===== src/design/cbm_pkg.sv =====
package cbm_pkg;

   localparam int PageWidth  = 9;
   localparam int CountWidth = 10;
   localparam int BankCount  = 8;

   localparam logic [1:0] MODE_WRITE = 2'd0;
   localparam logic [1:0] MODE_TICK  = 2'd1;
   localparam logic [1:0] MODE_PRG   = 2'd2;
   localparam logic [1:0] MODE_CHR   = 2'd3;

   localparam logic [15:0] ADDR_PRG_16K  = 16'h8000;
   localparam logic [15:0] ADDR_MIRROR   = 16'hB003;
   localparam logic [15:0] ADDR_PRG_C000 = 16'hC000;
   localparam logic [15:0] ADDR_CHR_LO   = 16'hD000;
   localparam logic [15:0] ADDR_CHR_HI   = 16'hE000;
   localparam logic [15:0] ADDR_IRQ_LAT  = 16'hF000;
   localparam logic [15:0] ADDR_IRQ_CTL  = 16'hF001;
   localparam logic [15:0] ADDR_IRQ_ACK  = 16'hF002;
   localparam logic [15:0] ADDR_PRG_BASE = 16'h8000;
   localparam logic [15:0] ADDR_CHR_END  = 16'h2000;

   localparam logic [7:0] IRQ_COUNT_TOP = 8'hFF;
   localparam logic [7:0] MIRROR_MASK   = 8'h0C;

   localparam logic [CountWidth-1:0] PAGE_COUNT_RESET = 10'd16;

   typedef struct packed {
      logic [1:0]  mode;
      logic [15:0] address;
      logic [7:0]  write_data;
   } req_word_type;

   typedef struct packed {
      logic [PageWidth-1:0] page_number;
      logic [1:0]           mirroring;
      logic                 irq_fire;
   } rsp_word_type;

endpackage


===== src/design/cartridge_bank_mapper_with_scanline_irq.sv =====
// Cartridge bank mapper with a scanline interrupt counter.
// Request channel (req_valid, req_stall, req_word): each word is a register
// write, a scanline tick, a program page query or a character page query.
// Response channel (rsp_valid, rsp_stall, rsp_word): exactly one word per
// request, in order, carrying the page number, the mirroring mode after the
// request and the interrupt pulse for a tick.
// Register port (csr_valid, csr_ready, csr_data): sets the program page
// count; csr_ready is always high. Write it only while the block is idle.
// A response is registered before it is valid on the response channel.
// Throughput: one request per cycle while req_stall is low; all decode and
// lookup is combinational from the bank registers to the response register.
// When the receiver stalls, the response register holds its word and one
// more request is caught in a skid register; req_stall rises only while
// that skid register is full.
// Reset: bank registers, mirroring and interrupt state return to their
// power-on values, the page count returns to 16, and both channels empty.
module cartridge_bank_mapper_with_scanline_irq (
   input  logic                            clock,
   input  logic                            reset,
   input  logic                            req_valid,
   output logic                            req_stall,
   input  cbm_pkg::req_word_type           req_word,
   output logic                            rsp_valid,
   input  logic                            rsp_stall,
   output cbm_pkg::rsp_word_type           rsp_word,
   input  logic                            csr_valid,
   output logic                            csr_ready,
   input  logic [cbm_pkg::CountWidth-1:0]  csr_data
);
   import cbm_pkg::*;

   logic [CountWidth-1:0] page_count_ff;
   rsp_word_type          out_ff;
   logic                  out_valid_ff;
   rsp_word_type          skid_ff;
   logic                  skid_valid_ff;
   rsp_word_type          result;
   logic                  accept;
   logic                  take;

   assign csr_ready = 1'b1;
   assign req_stall = skid_valid_ff;
   assign accept    = req_valid & ~skid_valid_ff;
   assign take      = out_valid_ff & ~rsp_stall;
   assign rsp_valid = out_valid_ff;
   assign rsp_word  = out_ff;

   cbm_core u_core (
      .clock      (clock),
      .reset      (reset),
      .accept     (accept),
      .item       (req_word),
      .page_count (page_count_ff),
      .result     (result)
   );

   always_ff @(posedge clock) begin
      if (reset) begin
         page_count_ff <= PAGE_COUNT_RESET;
         out_valid_ff  <= 1'b0;
         skid_valid_ff <= 1'b0;
      end else begin
         if (csr_valid) begin
            page_count_ff <= csr_data;
         end
         if (take || !out_valid_ff) begin
            if (skid_valid_ff) begin
               out_ff        <= skid_ff;
               out_valid_ff  <= 1'b1;
               skid_valid_ff <= 1'b0;
            end else begin
               out_ff       <= result;
               out_valid_ff <= accept;
            end
         end else if (accept) begin
            skid_ff       <= result;
            skid_valid_ff <= 1'b1;
         end
      end
   end

endmodule


===== src/design/cbm_core.sv =====
module cbm_core (
   input  logic                            clock,
   input  logic                            reset,
   input  logic                            accept,
   input  cbm_pkg::req_word_type           item,
   input  logic [cbm_pkg::CountWidth-1:0]  page_count,
   output cbm_pkg::rsp_word_type           result
);
   import cbm_pkg::*;

   localparam logic [CountWidth-1:0] PrgC000Reset = PAGE_COUNT_RESET - 10'd2;

   logic [7:0]           prg_16k_ff,   prg_16k_in;
   logic [PageWidth-1:0] prg_c000_ff,  prg_c000_in;
   logic [7:0]           chr_bank_ff [BankCount];
   logic [7:0]           chr_bank_in [BankCount];
   logic [1:0]           mirror_ff,    mirror_in;
   logic [7:0]           irq_latch_ff, irq_latch_in;
   logic [7:0]           irq_count_ff, irq_count_in;
   logic                 irq_en_ff,    irq_en_in;
   logic                 irq_act_ff,   irq_act_in;

   logic [PageWidth-1:0] page;
   logic [PageWidth-1:0] last_page;
   logic [7:0]           mirror_bits;
   logic                 fire;

   assign last_page   = PageWidth'(page_count - 10'd1);
   assign mirror_bits = item.write_data & MIRROR_MASK;

   always_comb begin
      prg_16k_in   = prg_16k_ff;
      prg_c000_in  = prg_c000_ff;
      chr_bank_in  = chr_bank_ff;
      mirror_in    = mirror_ff;
      irq_latch_in = irq_latch_ff;
      irq_count_in = irq_count_ff;
      irq_en_in    = irq_en_ff;
      irq_act_in   = irq_act_ff;
      page         = '0;
      fire         = 1'b0;
      case (item.mode)
         MODE_WRITE: begin
            if (item.address == ADDR_PRG_16K) begin
               prg_16k_in = item.write_data;
            end else if (item.address == ADDR_MIRROR) begin
               mirror_in = mirror_bits[3:2];
            end else if (item.address == ADDR_PRG_C000) begin
               prg_c000_in = {1'b0, item.write_data};
            end else if (item.address[15:2] == ADDR_CHR_LO[15:2]) begin
               chr_bank_in[{1'b0, item.address[1:0]}] = item.write_data;
            end else if (item.address[15:2] == ADDR_CHR_HI[15:2]) begin
               chr_bank_in[{1'b1, item.address[1:0]}] = item.write_data;
            end else if (item.address == ADDR_IRQ_LAT) begin
               irq_latch_in = item.write_data;
            end else if (item.address == ADDR_IRQ_CTL) begin
               irq_en_in  = item.write_data[0];
               irq_act_in = item.write_data[1];
               if (item.write_data[1]) begin
                  irq_count_in = irq_latch_ff;
               end
            end else if (item.address == ADDR_IRQ_ACK) begin
               irq_act_in = irq_en_ff;
            end
         end
         MODE_TICK: begin
            if (irq_act_ff) begin
               if (irq_count_ff == IRQ_COUNT_TOP) begin
                  fire         = 1'b1;
                  irq_count_in = irq_latch_ff;
               end else begin
                  irq_count_in = irq_count_ff + 8'd1;
               end
            end
         end
         MODE_PRG: begin
            if (item.address >= ADDR_PRG_BASE) begin
               case (item.address[14:13])
                  2'd0:    page = {prg_16k_ff, 1'b0};
                  2'd1:    page = {prg_16k_ff, 1'b1};
                  2'd2:    page = prg_c000_ff;
                  default: page = last_page;
               endcase
            end
         end
         default: begin
            if (item.address < ADDR_CHR_END) begin
               page = {1'b0, chr_bank_ff[item.address[12:10]]};
            end
         end
      endcase
   end

   assign result.page_number = page;
   assign result.mirroring   = mirror_in;
   assign result.irq_fire    = fire;

   always_ff @(posedge clock) begin
      if (reset) begin
         prg_16k_ff   <= '0;
         prg_c000_ff  <= PageWidth'(PrgC000Reset);
         for (int i = 0; i < BankCount; i++) begin
            chr_bank_ff[i] <= 8'(i);
         end
         mirror_ff    <= '0;
         irq_latch_ff <= '0;
         irq_count_ff <= '0;
         irq_en_ff    <= 1'b0;
         irq_act_ff   <= 1'b0;
      end else if (accept) begin
         prg_16k_ff   <= prg_16k_in;
         prg_c000_ff  <= prg_c000_in;
         chr_bank_ff  <= chr_bank_in;
         mirror_ff    <= mirror_in;
         irq_latch_ff <= irq_latch_in;
         irq_count_ff <= irq_count_in;
         irq_en_ff    <= irq_en_in;
         irq_act_ff   <= irq_act_in;
      end
   end

endmodule


===== config.mk =====
export PLATFORM = sky130hd
export DESIGN_NAME = cartridge_bank_mapper_with_scanline_irq
export DESIGN_NICKNAME = d
export VERILOG_FILES = /design/src/design/cbm_pkg.sv /design/src/design/cartridge_bank_mapper_with_scanline_irq.sv /design/src/design/cbm_core.sv
export SDC_FILE = /design/constraint.sdc
export NUM_CORES = 1
export LEC_CHECK = 0
export ABC_AREA = 1
export BUFFER_PORTS_ARGS = -buffer_cell sky130_fd_sc_hd__buf_2
export CAP_MARGIN = 25
export CORE_AREA = 5 5 160 162
export CTS_CLUSTER_SIZE = 40
export DETAILED_ROUTE_END_ITERATION = 8
export DIE_AREA = 0 0 165 167
export GPL_TIMING_DRIVEN = 0
export PLACE_DENSITY = 0.42
export SYNTH_ARGS = -nofsm -noshare
export SYNTH_HDL_FRONTEND = slang
export SYNTH_SLANG_ARGS = --single-unit

===== constraint.sdc =====
create_clock -name clock -period 4.5 [get_ports clock]
set_input_delay 0 -clock clock [delete_from_list [all_inputs] [get_ports clock]]
set_output_delay 0 -clock clock [all_outputs]
set_load 0.01 [all_outputs]

# Word level (Yosys, flattened, before mapping)
# Index checks and enable logic that the tools add are counted.
# totals
output_inout_bits,15
word_cells,126
reg_bits,135
# op_classes
add_sub_neg,2
muxes,36
bitwise,15
magnitude_cmp,7
eq_ne,22
n_reduce_logical,20
# op_table
operator,count
bitwise mux 64 bit,2
2-to-1 mux 64 bit,2
2-to-1 mux 8 bit,15
equality test 16 bit (second input constant),6
demux 8 bit (select 3 bit),2
equality test 14 bit (second input constant),2
one-hot mux 9 bit (3 select lines),1
binary-select mux 8 bit (select 3 bit),1
one-hot mux 9 bit (2 select lines),1
AND reduction 9 bit,2
greater-or-equal comparator 16 bit (second input constant),1
< comparator 16 x 14 -> 1 bit (second input constant),1
one-hot mux 8 bit (2 select lines),1
!= test 2 bit (second input constant),7
greater-or-equal comparator 4 bit (second input constant),3
2-to-1 mux 12 bit,1
AND reduction 11 bit,1
NOT 1 bit,10
2-to-1 mux 9 bit,1
subtractor 9 x 1 -> 9 bit (second input constant),1
adder 8 x 1 -> 8 bit (second input constant),1
equality test 8 bit (second input constant),1
< comparator 4 x 1 -> 1 bit (second input constant),2
NOT 3 -> 4 bit,2
18 further kinds,35

# Logic depth before layout (Yosys ltp)
# Gate-level depths: netlist of the first run.
# depth
ltp_word,9
mapped_depth,12
depth_no_buf,11

# Cells and area by module
# Synthesis of the first run repeated with hierarchy kept, for this count alone.
# hier_totals
cells_unflattened,1008
hier_area_um2,6967.9
# by_module_without_submodules
mod,cells_per_inst,area_each_um2,instances
cbm_core,870,5597.9,1
cartridge_bank_mapper_with_scanline_irq,138,1370.1,1

# Least setup slack after synthesis of the first run
# Ideal clock, no wire load.
# synth_path
kind,register to register
from,register skid_valid_ff (netlist: req_stall)
to,register u_core.chr_bank_ff[26] (netlist bit)
synth_period_minus_slack_ps,1505
t_required_ps,4366
setup_slack_ps,2995
path_stages_with_launch,8
arrival_ps,1371
cell_sequence,dfxtp_1 -> inv_2 -> nand2_1 -> nor2_2 -> buf_4 -> nand4_1 -> nand2_1 -> nand3_1
# synth_between
elab_chain_cells,3
# synth_lines
item,line_no,rtl
start: declaration,cartridge_bank_mapper_with_scanline_irq.sv:36,logic skid_valid_ff;
start signal: assignment,cartridge_bank_mapper_with_scanline_irq.sv:61,skid_valid_ff <= 1'b0;
start signal: assignment,cartridge_bank_mapper_with_scanline_irq.sv:70,skid_valid_ff <= 1'b0;
start signal: assignment,cartridge_bank_mapper_with_scanline_irq.sv:77,skid_valid_ff <= 1'b1;
NOT 1 bit,cartridge_bank_mapper_with_scanline_irq.sv:43,assign accept = req_valid & ~skid_valid_ff;
AND 1 bit,cartridge_bank_mapper_with_scanline_irq.sv:43,
AND reduction 6 bit (no source line),n/a,
end signal: indexed assignment,cbm_core.sv:103,chr_bank_ff[i] <= 8'(i);
end signal: assignment,cbm_core.sv:113,chr_bank_ff <= chr_bank_in;
end: declaration,cbm_core.sv:15,logic [7:0] chr_bank_ff [BankCount];
# Every way passes these cells.
# A chain may end at the register's enable or synchronous reset.

# Worst setup path after layout of the first run
# layout_path
from,register skid_valid_ff (netlist: req_stall)
to,register u_core.chr_bank_ff[31] (netlist bit)
# Same word-level chain as after synthesis.

==> load_flow_metrics.sql, run 1 <==
INSERT INTO impl_metrics (metric_group, metric, value, unit) VALUES
('power_and_ir_drop', 'power.leakage', '0.00330', 'uW'),
('synth', 'number_of_enable_type_register_cells_in_the_synthesized_netlist', '24', ''),
('drt', 'detail_route.wirelength', '24300', 'um'),
('synth', 'synth_nets', '1046', ''),
('placed_design', 'port_buffers', '48', ''),
('grt', 'via_count_of_the_first_global_routing_pass', '6484', ''),
('die', 'ports_placed_on_the_boundary', '56', ''),
('sta', 'timing_max_transition_violations_final', '0', ''),
('clocking', 'clkLatencyLatePin', '0.43', 'ns'),
('finish', 'num_antenna_cells', '0', ''),
('clocking', 'max-clock-path-buffers', '2', ''),
('synth', 'yosys_most_used_dff', 'sky130_fd_sc_hd__dfxtp_1', ''),
('drt', 'drtPass1Iterations', '4', ''),
('synth', 'post_synth_design_cell_area', '7030', 'sq um'),
('placed_design', 'detailed_placement_hpwl', '18400', 'um'),
('drt', 'route.detailed.wl_per_inst', '17.0', 'um'),
('power_and_ir_drop', 'totalPowerFinal', '3050', 'uW'),
('grt', 'globalRouteOverflowTotal', '0', ''),
('sta', 'timing_worst_slew_pin_value', '0.972', 'ns'),
('clocking', 'number_of_sinks_on_the_clock_net', '135', ''),
('worst_setup_path', 'cp.required', '4.77', 'ns'),
('finish', 'drive_above_1_share', '13.3', '%'),
('sta', 'max_slew_margin', '35.0', '%'),
('finish', 'finalNetCount', '1132', ''),
('grt', 'number_of_antenna_violations_at_the_first_check_in_global_routing', '0', ''),
('drt', 'number_of_violations_reported_at_the_end_of_detailed_routing_iteration_0', '440', ''),
('synth', 'ys_seq_area_share', '41.9', '%'),
('sta', 'skew', '0.0115', 'ns'),
('clocking', 'cts_post_setup_buffers_inserted', '0', ''),
('clocking', 'tritoncts', 'yes', ''),
('outcome', 'outcome', 'completed', ''),
('finish', 'final_design_area_no_fill', '8490', 'sq um'),
('finish', 'fillCellCount', '2674', ''),
('clocking', 'cts-buffers-inserted', '17', ''),
('sta', 'holdWs', '0.0253', 'ns'),
('finish', 'area_delta_synth_final', '20.7', '%'),
('clocking', 'clk_pin_slew_worst_paths', '0.07', 'ns'),
('die', 'chipHeight', '167', 'um'),
('power_and_ir_drop', 'power.ir.vdd_worst', '221', 'uV'),
('synth', 'post_synth_num_cell_types', '36', ''),
('worst_setup_path', 'endpoint_kind', 'flop', ''),
('die', 'rows', '57', ''),
('synth', 'postSynth.asyncResetShare', '0', '%'),
('power_and_ir_drop', 'powerDensity', '359', 'nW/um^2'),
('drt', 'route.detailed.drc', '0', ''),
('synth', 'synth_warnings', '0', ''),
('grt', 'total_routing_usage_gr', '17.8', '%'),
('sta', 'report.final.hold_viol_count', '0', ''),
('grt', 'grt_max_degree', '17', ''),
('worst_setup_path', 'worst-endpoint-arrival', '2.28', 'ns'),
('worst_hold_path', 'hold_path_class', 'in -> reg', ''),
('worst_setup_path', 'path_max_fanout', '10', ''),
('die', 'initial_core_utilization', '29.3', '%'),
('drt', 'viasPerCell', '4.69', ''),
('sta', 'layout_min_cycle_time', '2.01', 'ns'),
('sta', 'setup_violations', '0', ''),
('synth', 'avgSynthCellArea', '7.01', 'sq um'),
('drt', 'vias', '6694', ''),
('flow_run', 'maxCapViolCount', '0', ''),
('die', 'die_w', '165', 'um'),
('worst_setup_path', 'setup.worst_path.start_class', 'flop', ''),
('sta', 'share_of_the_clock_period_used_by_the_worst_path_after_layout', '44.6', '%'),
('placed_design', 'placed_area', '7680', 'sq um'),
('synth', 'yosys_register_bits', '135', ''),
('die', 'placeableCoreArea', '24000', 'sq um'),
('sta', 'summed_negative_setup_slack_over_all_endpoints', '0', 'ns'),
('placed_design', 'gp_congestion', '0.926', ''),
('synth', 'netlist_instances', '1003', ''),
('clocking', 'cts-htree-levels', '4', ''),
('worst_setup_path', 'criticalPathCategory', 'reg -> reg', ''),
('clocking', 'cts.root.buffer_cell', 'sky130_fd_sc_hd__clkbuf_16', ''),
('grt', 'grt_first_pass_wirelength', '37400', 'um'),
('drt', 'final_antenna_net_count', '0', ''),
('die', 'die-area', '27600', 'sq um'),
('sta', 'max_clock_freq', '0.498', 'GHz'),
('sta', 'setup_repair_after_global_routing_missed_its_margin', 'false', '');
-- through the flow --
stage / utilization [%] / instances / setup slack [ns]
after global routing: 35.4 / 1426 / 2.30
after global placement: 32.0 / 1375 / 2.44
final: 35.4 / 1426 / 2.49
after floorplan: - / 1003 / 3.00
after detailed placement: 32.1 / 1376 / 2.47
after CTS: 35.4 / 1426 / 2.48
-- repair_timing --
item | CTS | global route
endpoints found under the setup margin | 0 | 0
resized for setup | 0 | 0
hold buffers | 18 | 0
hold endpoints to repair | 16 | 0
-- layout make-up --
cell class | count | area (sq um) | area share (%)
Inverter | 69 | 262 | 3.08
Timing Repair Buffer | 67 | 428 | 5.04
Clock inverter | 14 | 195 | 2.30
Sequential cell | 135 | 2940 | 34.7
Buffer | 51 | 280 | 3.30
Clock buffer | 18 | 429 | 5.06
Multi-Input combinational cell | 748 | 3550 | 41.8
Tap cell | 324 | 405 | 4.78
-- report_power, final --
| group | switching (uW) | internal [uW] |
|---|---|---|
| registers | 10.2 | 1250 |
| clock network | 581 | 933 |
| logic | 191 | 82.5 |
-- per-layer routing --
layer | up-vias | part of all wire (%) | track usage, %
li1 | 3502 | - | -
met1 | 3037 | 50 | 25.2
met2 | 130 | 45 | 28.3
met3 | 25 | 3.0 | 2.20
met4 | 0 | 1.7 | 5.28
met5 | - | 0 | 0
-- Yosys cell counts, types with 5 or more instances --
library cell | instances | area share, %
sky130_fd_sc_hd__o21ai_0 | 68 | 4.8
sky130_fd_sc_hd__nand3_2 | 5 | 0.71
sky130_fd_sc_hd__nand2_1 | 226 | 12
sky130_fd_sc_hd__nor2_1 | 170 | 9.1
sky130_fd_sc_hd__nand3_1 | 100 | 7.1
sky130_fd_sc_hd__a21oi_1 | 90 | 6.4
sky130_fd_sc_hd__dfxtp_1 | 111 | 32
sky130_fd_sc_hd__o211ai_1 | 16 | 1.7
sky130_fd_sc_hd__buf_2 | 11 | 0.78
sky130_fd_sc_hd__nand2_2 | 6 | 0.53
sky130_fd_sc_hd__buf_6 | 9 | 1.4
sky130_fd_sc_hd__inv_1 | 57 | 3.0
sky130_fd_sc_hd__nor2_2 | 9 | 0.80
sky130_fd_sc_hd__nand4_1 | 16 | 1.4
sky130_fd_sc_hd__clkbuf_1 | 27 | 1.4
sky130_fd_sc_hd__o21ai_1 | 5 | 0.36
sky130_fd_sc_hd__o22ai_1 | 8 | 0.71
sky130_fd_sc_hd__edfxtp_1 | 24 | 10
sky130_fd_sc_hd__nor2_4 | 5 | 0.80
sky130_fd_sc_hd__inv_2 | 10 | 0.53
-- state kept, by name (all words and copies together), names as in the netlist, 2 cells and up --
register / flops
u_core.irq_count_ff: 8
u_core.chr_bank_ff: 64
skid_ff: 12
page_count_ff: 9
rsp_word: 12
u_core.irq_latch_ff: 8
u_core.prg_16k_ff: 8
u_core.mirror_ff: 2
u_core.prg_c000_ff: 8
-- cells in the final DEF (no fill, tap or decap), types with 2 or more instances in the layout --
cell / n
sky130_fd_sc_hd__a21oi_1: 90
sky130_fd_sc_hd__a31oi_1: 2
sky130_fd_sc_hd__buf_1: 2
sky130_fd_sc_hd__buf_2: 59
sky130_fd_sc_hd__buf_4: 3
sky130_fd_sc_hd__buf_6: 9
sky130_fd_sc_hd__bufinv_16: 4
sky130_fd_sc_hd__clkbuf_1: 28
sky130_fd_sc_hd__clkbuf_16: 17
sky130_fd_sc_hd__clkinv_2: 3
sky130_fd_sc_hd__clkinv_4: 2
sky130_fd_sc_hd__dfxtp_1: 111
sky130_fd_sc_hd__dlygate4sd3_1: 18
sky130_fd_sc_hd__edfxtp_1: 24
sky130_fd_sc_hd__ha_1: 2
sky130_fd_sc_hd__inv_1: 57
sky130_fd_sc_hd__inv_2: 10
sky130_fd_sc_hd__inv_6: 4
sky130_fd_sc_hd__nand2_1: 226
sky130_fd_sc_hd__nand2_2: 6
sky130_fd_sc_hd__nand2_4: 2
sky130_fd_sc_hd__nand3_1: 100
sky130_fd_sc_hd__nand3_2: 5
sky130_fd_sc_hd__nand4_1: 16
sky130_fd_sc_hd__nand4_4: 3
sky130_fd_sc_hd__nor2_1: 170
sky130_fd_sc_hd__nor2_2: 9
sky130_fd_sc_hd__nor2_4: 5
sky130_fd_sc_hd__nor2_8: 2
sky130_fd_sc_hd__nor3_1: 4
sky130_fd_sc_hd__o211ai_1: 16
sky130_fd_sc_hd__o21ai_0: 68
sky130_fd_sc_hd__o21ai_1: 5
sky130_fd_sc_hd__o22ai_1: 8
sky130_fd_sc_hd__xnor2_1: 2
sky130_fd_sc_hd__xor2_1: 3
-- worst paths after layout --
path                                 end  cells after the start  slack [ns]                  from
hold reg to reg     u_core.prg_16k_ff[3]                      2        0.45  u_core.prg_16k_ff[3]
setup / recovery  u_core.chr_bank_ff[31]                      7        2.49             req_stall
setup reg to reg  u_core.chr_bank_ff[31]                      7        2.49             req_stall
hold / removal          page_count_ff[1]                      4        0.03             csr_valid
-- worst max-delay path: stages (launching register included) --
cell                      delay [ns]
sky130_fd_sc_hd__dfxtp_1        0.36
sky130_fd_sc_hd__inv_2          0.10
sky130_fd_sc_hd__nand2_1        0.12
sky130_fd_sc_hd__nor2_2         0.29
sky130_fd_sc_hd__buf_4          0.31
sky130_fd_sc_hd__nand4_1        0.39
sky130_fd_sc_hd__nand2_1        0.18
sky130_fd_sc_hd__a21oi_1        0.09
-- cell families after synthesis --
logic type / Yosys count / synth area share, %
adder cells (fa/ha/maj): 2 / 0.356
buffers and inverters: 120 / 7.71
AO/OA/AOI/OAI: 191 / 14.5
XOR/XNOR: 5 / 0.623
flip-flops: 135 / 41.9
AND/OR/NAND/NOR: 549 / 34.9
other: 1 / 0.0533
(Power assumes the default switching activity.)
==> run 2: changes to the inputs <==
--- a/config.mk
+++ b/config.mk
@@ -13,7 +13,7 @@
 export DETAILED_ROUTE_END_ITERATION = 8
 export DIE_AREA = 0 0 165 167
 export GPL_TIMING_DRIVEN = 0
-export PLACE_DENSITY = 0.42
+export PLACE_DENSITY = 0.44
 export SYNTH_ARGS = -nofsm -noshare
 export SYNTH_HDL_FRONTEND = slang
 export SYNTH_SLANG_ARGS = --single-unit
==> constraint.sdc (replaced) <==
create_clock -name clock -period 1.8 [get_ports clock]
set_input_delay 0 -clock clock [delete_from_list [all_inputs] [get_ports clock]]
set_output_delay 0 -clock clock [all_outputs]
set_load 0.01 [all_outputs]
==> load_flow_metrics.sql, run 2 (synthesis gave the netlist of run 1 again) <==
INSERT INTO impl_metrics (metric_group, metric, value, unit) VALUES
('outcome', 'outcome', 'completed', ''),
('drt', 'detail_route.wirelength', '25200', 'um'),
('clocking', 'max-clock-path-buffers', '2', ''),
('sta', 'setup_violations', '0', ''),
('finish', 'finalNetCount', '1136', ''),
('worst_setup_path', 'timing.rr.end', 'u_core.chr_bank_ff[7]', ''),
('finish', 'fillCellCount', '2656', ''),
('finish', 'layout.cells.non_filler', '1430', ''),
('worst_setup_path', 'r2r_setup_slk', '0.13', 'ns'),
('die', 'die_w', '165', 'um'),
('drt', 'route.detailed.drc', '0', ''),
('finish', 'most_frequent_cells_in_the_layout', 'sky130_fd_sc_hd__nand2_1, sky130_fd_sc_hd__nor2_1, sky130_fd_sc_hd__dfxtp_1, sky130_fd_sc_hd__nand3_1, sky130_fd_sc_hd__a21oi_1', ''),
('worst_setup_path', 'cp.required', '2.15', 'ns'),
('sta', 'max_clock_freq', '0.599', 'GHz'),
('finish', 'final_core_util', '35.7', '%'),
('drt', 'drtPass1Iterations', '5', ''),
('grt', 'grt_max_degree', '17', ''),
('grt', 'globalRouteOverflowTotal', '0', ''),
('worst_hold_path', 'timing.hold.worst_endpoint', 'u_core.prg_c000_ff[6]', ''),
('die', 'placeableCoreArea', '24000', 'sq um'),
('finish', 'num_antenna_cells', '0', ''),
('drt', 'number_of_violations_reported_at_the_end_of_detailed_routing_iteration_0', '628', ''),
('worst_setup_path', 'crit_path_start', 'req_stall', ''),
('die', 'rows', '57', ''),
('drt', 'viasPerCell', '4.83', ''),
('sta', 'share_of_the_clock_period_used_by_the_worst_path_after_layout', '92.7', '%'),
('worst_setup_path', 'worst-endpoint-arrival', '2.02', 'ns'),
('placed_design', 'dp_cells', '1376', ''),
('sta', 'max_slew_margin', '39.8', '%'),
('sta', 'timing_worst_slew_pin_value', '0.899', 'ns'),
('sta', 'layout_min_cycle_time', '1.67', 'ns'),
('finish', 'multi_input_area', '3600', 'sq um'),
('die', 'initial_core_utilization', '29.3', '%'),
('finish', 'largest_register_ff_count', '64', ''),
('clocking', 'cts-buffers-inserted', '17', ''),
('worst_setup_path', 'setup.worst_path.start_class', 'flop', ''),
('power_and_ir_drop', 'power.leakage', '0.00331', 'uW'),
('die', 'chipHeight', '167', 'um'),
('sta', 'report.final.hold_viol_count', '0', ''),
('clocking', 'number_of_sinks_on_the_clock_net', '135', ''),
('drt', 'final_antenna_net_count', '0', ''),
('sta', 'fin_ws', '0.132', 'ns'),
('clocking', 'cts.root.buffer_cell', 'sky130_fd_sc_hd__clkbuf_16', ''),
('flow_run', 'maxCapViolCount', '0', ''),
('worst_hold_path', 'hold_path.startpoint', 'req_word[6]', ''),
('drt', 'route.detailed.wl_per_inst', '17.6', 'um'),
('placed_design', 'dp_slack', '-0.279', 'ns'),
('worst_hold_path', 'hold_path_class', 'in -> reg', ''),
('die', 'ports_placed_on_the_boundary', '56', ''),
('finish', 'layout_commonest_cell', 'sky130_fd_sc_hd__nand2_1', ''),
('placed_design', 'gp_congestion', '0.889', ''),
('clocking', 'clkLatencyLatePin', '0.43', 'ns'),
('drt', 'vias', '6912', ''),
('worst_setup_path', 'r2r_cells', '9', ''),
('placed_design', 'detailed_placement_hpwl', '18500', 'um'),
('power_and_ir_drop', 'power.ir.vdd_worst', '513', 'uV'),
('grt', 'total_routing_usage_gr', '18.6', '%'),
('clocking', 'cts-htree-levels', '4', ''),
('grt', 'grt_first_pass_wirelength', '39300', 'um'),
('worst_setup_path', 'criticalPathCategory', 'reg -> reg', ''),
('finish', 'drive_above_1_share', '14.7', '%'),
('placed_design', 'port_buffers', '48', ''),
('placed_design', 'placed_area', '7680', 'sq um'),
('die', 'die-area', '27600', 'sq um'),
('finish', 'area.sequential', '2940', 'sq um'),
('worst_setup_path', 'r2r_start', 'req_stall', ''),
('grt', 'number_of_antenna_violations_at_the_first_check_in_global_routing', '0', ''),
('worst_setup_path', 'endpoint_kind', 'flop', ''),
('clocking', 'clk_pin_slew_worst_paths', '0.06', 'ns'),
('sta', 'timing_max_transition_violations_final', '0', ''),
('worst_setup_path', 'path_max_fanout', '10', ''),
('power_and_ir_drop', 'powerDensity', '868', 'nW/um^2'),
('sta', 'skew', '0.0106', 'ns'),
('grt', 'via_count_of_the_first_global_routing_pass', '6753', ''),
('finish', 'max_flop_register', 'u_core.chr_bank_ff', ''),
('worst_hold_path', 'holdPathStages', '5', ''),
('clocking', 'tritoncts', 'yes', ''),
('finish', 'area_delta_synth_final', '21.8', '%'),
('finish', 'final_design_area_no_fill', '8560', 'sq um');
## run 2: per-stage QoR
stage                      TNS [ns]  total power, uW  hold WS, ns
final                             0             7440       0.0204
after global routing      -0.000397             7690       0.0474
after CTS                         0             7490       0.0117
after detailed placement      -7.42             3870        0.227
after global placement        -8.21             3880        0.220
after floorplan                   0             3600        0.112
## run 2: how the worst max path moves through the flow
stage                                   to  slack (ns)
floorplan           u_core.chr_bank_ff[26]        0.30
global placement     u_core.chr_bank_ff[1]       -0.27
detailed placement   u_core.chr_bank_ff[2]       -0.28
CTS                 u_core.irq_count_ff[5]        0.03
global route        u_core.chr_bank_ff[53]     -0.0004
finish               u_core.chr_bank_ff[7]        0.13
## run 2: worst max-delay path, cell delays in order, from the launching register on
cell and delay, ns:
sky130_fd_sc_hd__dfxtp_2 0.36, sky130_fd_sc_hd__inv_2 0.09, sky130_fd_sc_hd__nand2_2 0.11, sky130_fd_sc_hd__nor2_4 0.19, sky130_fd_sc_hd__inv_1 0.09, sky130_fd_sc_hd__a21oi_4 0.16, sky130_fd_sc_hd__buf_8 0.16, sky130_fd_sc_hd__buf_6 0.15
sky130_fd_sc_hd__nand3_1 0.14, sky130_fd_sc_hd__a21oi_2 0.14
## run 2: per-layer routing
layer | vias to the layer above | global-route usage [%] | wire [um]
met5 | - | 0 | 0
met1 | 3195 | 26.5 | 12000
li1 | 3502 | - | -
met3 | 25 | 2.87 | 1230
met2 | 190 | 29.2 | 11600
met4 | 0 | 4.92 | 378
## run 2: timing repair
item / 4_1_cts / 5_1_grt
gates resized for setup: 4 / 18
endpoints found under the hold margin: 15 / 0
setup endpoints to repair: 68 / 42
hold buffers: 18 / 0
pin swaps: 3 / 1
setup buffers: 2 / 2
## run 2: report_power, final
| part | switching [uW] | internal [uW] |
|---|---|---|
| logic | 491 | 210 |
| clock network | 1420 | 2170 |
| registers | 25.3 | 3120 |
| total | 1940 | 5500 |
## run 2: layout make-up
| class | instances | area share (%) |
|---|---|---|
| clock buffer | 22 | 5.55 |
| inverter | 69 | 3.05 |
| buffer | 51 | 3.38 |
| sequential | 135 | 34.4 |
| multi-input combinational | 748 | 42.0 |
| tap | 324 | 4.73 |
| clock inverter | 10 | 1.39 |
| timing repair buffer | 71 | 5.49 |
==> run 3: changes to the inputs <==
--- a/config.mk
+++ b/config.mk
@@ -13,7 +13,7 @@
 export DETAILED_ROUTE_END_ITERATION = 8
 export DIE_AREA = 0 0 165 167
 export GPL_TIMING_DRIVEN = 0
-export PLACE_DENSITY = 0.44
+export PLACE_DENSITY = 0.51
 export SYNTH_ARGS = -nofsm -noshare
 export SYNTH_HDL_FRONTEND = slang
 export SYNTH_SLANG_ARGS = --single-unit
==> load_flow_metrics.sql, run 3 (synthesis gave the netlist of run 1 again) <==
INSERT INTO impl_metrics (metric_group, metric, value, unit) VALUES
('outcome', 'outcome', 'completed', ''),
('die', 'die_w', '165', 'um'),
('finish', 'drive_above_1_share', '14.0', '%'),
('power_and_ir_drop', 'switching_share', '24.6', '%'),
('power_and_ir_drop', 'power_frac_comb', '8.8', '%'),
('grt', 'grt_util_met2', '26.0', '%'),
('worst_setup_path', 'endpoint_kind', 'flop', ''),
('die', 'die-area', '27600', 'sq um'),
('power_and_ir_drop', 'power.ir.vdd_worst', '615', 'uV'),
('grt', 'grt_use_met1', '22.8', '%'),
('placed_design', 'placed_area', '7680', 'sq um'),
('drt', 'number_of_violations_reported_at_the_end_of_detailed_routing_iteration_0', '450', ''),
('placed_design', 'detailed_placement_hpwl', '17100', 'um'),
('finish', 'max_flop_register', 'u_core.chr_bank_ff', ''),
('clocking', 'clkLatencyLatePin', '0.43', 'ns'),
('sta', 'holdWs', '0.0125', 'ns'),
('power_and_ir_drop', 'seq_power_share', '40.6', '%'),
('power_and_ir_drop', 'totalPowerFinal', '7750', 'uW'),
('clocking', 'clk_pin_slew_worst_paths', '0.06', 'ns'),
('worst_setup_path', 'crit_top_cell', 'sky130_fd_sc_hd__buf_6', ''),
('finish', 'largest_register_ff_count', '64', ''),
('sta', 'timing_worst_slew_pin_value', '0.859', 'ns'),
('drt', 'viasPerCell', '4.69', ''),
('grt', 'via_count_of_the_first_global_routing_pass', '6508', ''),
('sta', 'summed_negative_setup_slack_over_all_endpoints', '0', 'ns'),
('finish', 'layout_commonest_cell', 'sky130_fd_sc_hd__nand2_1', ''),
('grt', 'grt_first_pass_wirelength', '35100', 'um'),
('clocking', 'tritoncts', 'yes', ''),
('finish', 'num_antenna_cells', '0', ''),
('worst_setup_path', 'critical_path_top_delay_cell', 'sky130_fd_sc_hd__dfxtp_1', ''),
('sta', 'report.final.hold_viol_count', '0', ''),
('drt', 'final_antenna_net_count', '0', ''),
('grt', 'grtUsageMet3', '2.60', '%'),
('grt', 'grt_max_degree', '17', ''),
('placed_design', 'gp_congestion', '0.946', ''),
('clocking', 'max-clock-path-buffers', '2', ''),
('die', 'placeableCoreArea', '24000', 'sq um'),
('flow_run', 'maxCapViolCount', '0', ''),
('power_and_ir_drop', 'power.clock.fraction', '50.6', '%'),
('worst_setup_path', 'worst_path_largest_cell_delay', '0.37', 'ns'),
('clocking', 'cts-htree-levels', '4', ''),
('worst_setup_path', 'cp.buffers_inverters', '4', ''),
('die', 'chipHeight', '167', 'um'),
('power_and_ir_drop', 'intPower', '5850', 'uW'),
('grt', 'globalRouteOverflowTotal', '0', ''),
('worst_setup_path', 'critical_path.top_delay_family', 'buffers and inverters', ''),
('drt', 'route.detailed.wl_per_inst', '15.7', 'um'),
('worst_hold_path', 'hold_path_class', 'in -> reg', ''),
('clocking', 'cts-buffers-inserted', '17', ''),
('sta', 'max_slew_margin', '42.5', '%'),
('worst_setup_path', 'worst-endpoint-arrival', '1.99', 'ns'),
('sta', 'share_of_the_clock_period_used_by_the_worst_path_after_layout', '91.4', '%'),
('sta', 'max_clock_freq', '0.608', 'GHz'),
('die', 'ports_placed_on_the_boundary', '56', ''),
('power_and_ir_drop', 'powerDensity', '903', 'nW/um^2'),
('sta', 'timing_max_transition_violations_final', '0', ''),
('clocking', 'number_of_sinks_on_the_clock_net', '135', ''),
('sta', 'setup_violations', '0', ''),
('worst_setup_path', 'path_max_fanout', '10', ''),
('die', 'initial_core_utilization', '29.3', '%'),
('finish', 'area_delta_synth_final', '22.2', '%'),
('power_and_ir_drop', 'net-switching-power', '1910', 'uW'),
('clocking', 'cts.root.buffer_cell', 'sky130_fd_sc_hd__clkbuf_16', ''),
('finish', 'finalNetCount', '1137', ''),
('drt', 'route.detailed.drc', '0', ''),
('sta', 'setup_repair_after_global_routing_missed_its_margin', 'false', ''),
('finish', 'most_frequent_cells_in_the_layout', 'sky130_fd_sc_hd__nand2_1, sky130_fd_sc_hd__nor2_1, sky130_fd_sc_hd__dfxtp_1, sky130_fd_sc_hd__nand3_1, sky130_fd_sc_hd__a21oi_1', ''),
('grt', 'number_of_antenna_violations_at_the_first_check_in_global_routing', '0', ''),
('worst_setup_path', 'setup.worst_path.start_class', 'flop', ''),
('die', 'rows', '57', ''),
('sta', 'layout_min_cycle_time', '1.65', 'ns'),
('grt', 'grt_busiest_layer', 'met2', ''),
('drt', 'detail_route.wirelength', '22500', 'um'),
('power_and_ir_drop', 'power.leakage', '0.00334', 'uW'),
('worst_setup_path', 'criticalPathCategory', 'reg -> reg', ''),
('grt', 'total_routing_usage_gr', '16.5', '%'),
('worst_setup_path', 'cp.required', '2.15', 'ns'),
('sta', 'skew', '0.0106', 'ns'),
('drt', 'vias', '6710', ''),
('drt', 'drtPass1Iterations', '5', ''),
('worst_setup_path', 'cp_cell_sequence', 'inv_2, nand2_2, nor2_4, inv_1, a21oi_4, buf_6, buf_6, nand3_1, a21oi_1', ''),
('finish', 'final_design_area_no_fill', '8590', 'sq um'),
('placed_design', 'port_buffers', '48', '');
## run 3: changes by cell type in the layout (fill, tap and decap cells not counted), moves of 2 or more
cell,before,now
sky130_fd_sc_hd__a21oi_1,84,90
sky130_fd_sc_hd__buf_8,2,0
sky130_fd_sc_hd__a21oi_2,6,0
sky130_fd_sc_hd__inv_6,1,4
sky130_fd_sc_hd__buf_6,7,9
sky130_fd_sc_hd__dlygate4sd3_1,18,20
sky130_fd_sc_hd__bufinv_16,2,5
sky130_fd_sc_hd__clkbuf_1,29,27
sky130_fd_sc_hd__clkinv_4,4,2
## run 3: final cells by class
type / instances / area, sq um
Clock inverter: 14 / 220
Tap cell: 324 / 405
Fill cell: 2580 / 15400
Clock buffer: 18 / 439
Timing Repair Buffer: 72 / 470
Multi-Input combinational cell: 748 / 3570
Sequential cell: 135 / 2940
Inverter: 69 / 262
Buffer: 51 / 280
## run 3: worst min-delay path, delay by kind of cell
| kind | cells | cell delay [ns] |
|---|---|---|
| simple gates | 3 | 0.13 |
| buf+inv | 2 | 0.26 |
## run 3: power by group through the flow
| stage | sequential (uW) | clock (uW) | combinational [uW] |
|---|---|---|---|
| finish | 3150 | 3920 | 683 |
| global route | 3150 | 4120 | 758 |
| CTS | 3150 | 3980 | 675 |
| detailed placement | 3220 | 0 | 639 |
| global placement | 3210 | 0 | 640 |
| floorplan | 3220 | 0 | 381 |
## run 3: stage by stage
step           instances  worst slack (ns)  util, %
2_1_floorplan       1003             0.295        -
3_3_place_gp        1375            -0.189     32.0
3_5_place_dp        1376            -0.155     32.1
4_1_cts             1430           0.00258     35.7
5_1_grt             1431           0.00451     35.9
6_report            1431             0.154     35.9
## run 3: repair_timing
action,4_1_cts,5_1_grt
endpoints found under the setup margin,16,90
endpoints found under the hold margin,17,0
gates resized for setup,0,8
hold buffers,20,0
cloned,0,0
setup buffers,2,1
pin swaps,2,1
## run 3: worst paths after layout
check	startpoint	to	slack, ns	depth (start not counted)
setup / recovery	req_stall	u_core.chr_bank_ff[29]	0.15	9
setup reg to reg	req_stall	u_core.chr_bank_ff[29]	0.15	9
hold / removal	req_word[4]	u_core.prg_c000_ff[4]	0.01	5
hold reg to reg	u_core.prg_16k_ff[1]	u_core.prg_16k_ff[1]	0.45	2
## run 3: metal layers
layer	vias to the layer above	share of wire [%]
met5	-	0
li1	3510	-
met3	29	4.2
met1	3032	48
met2	139	46
met4	0	2.0
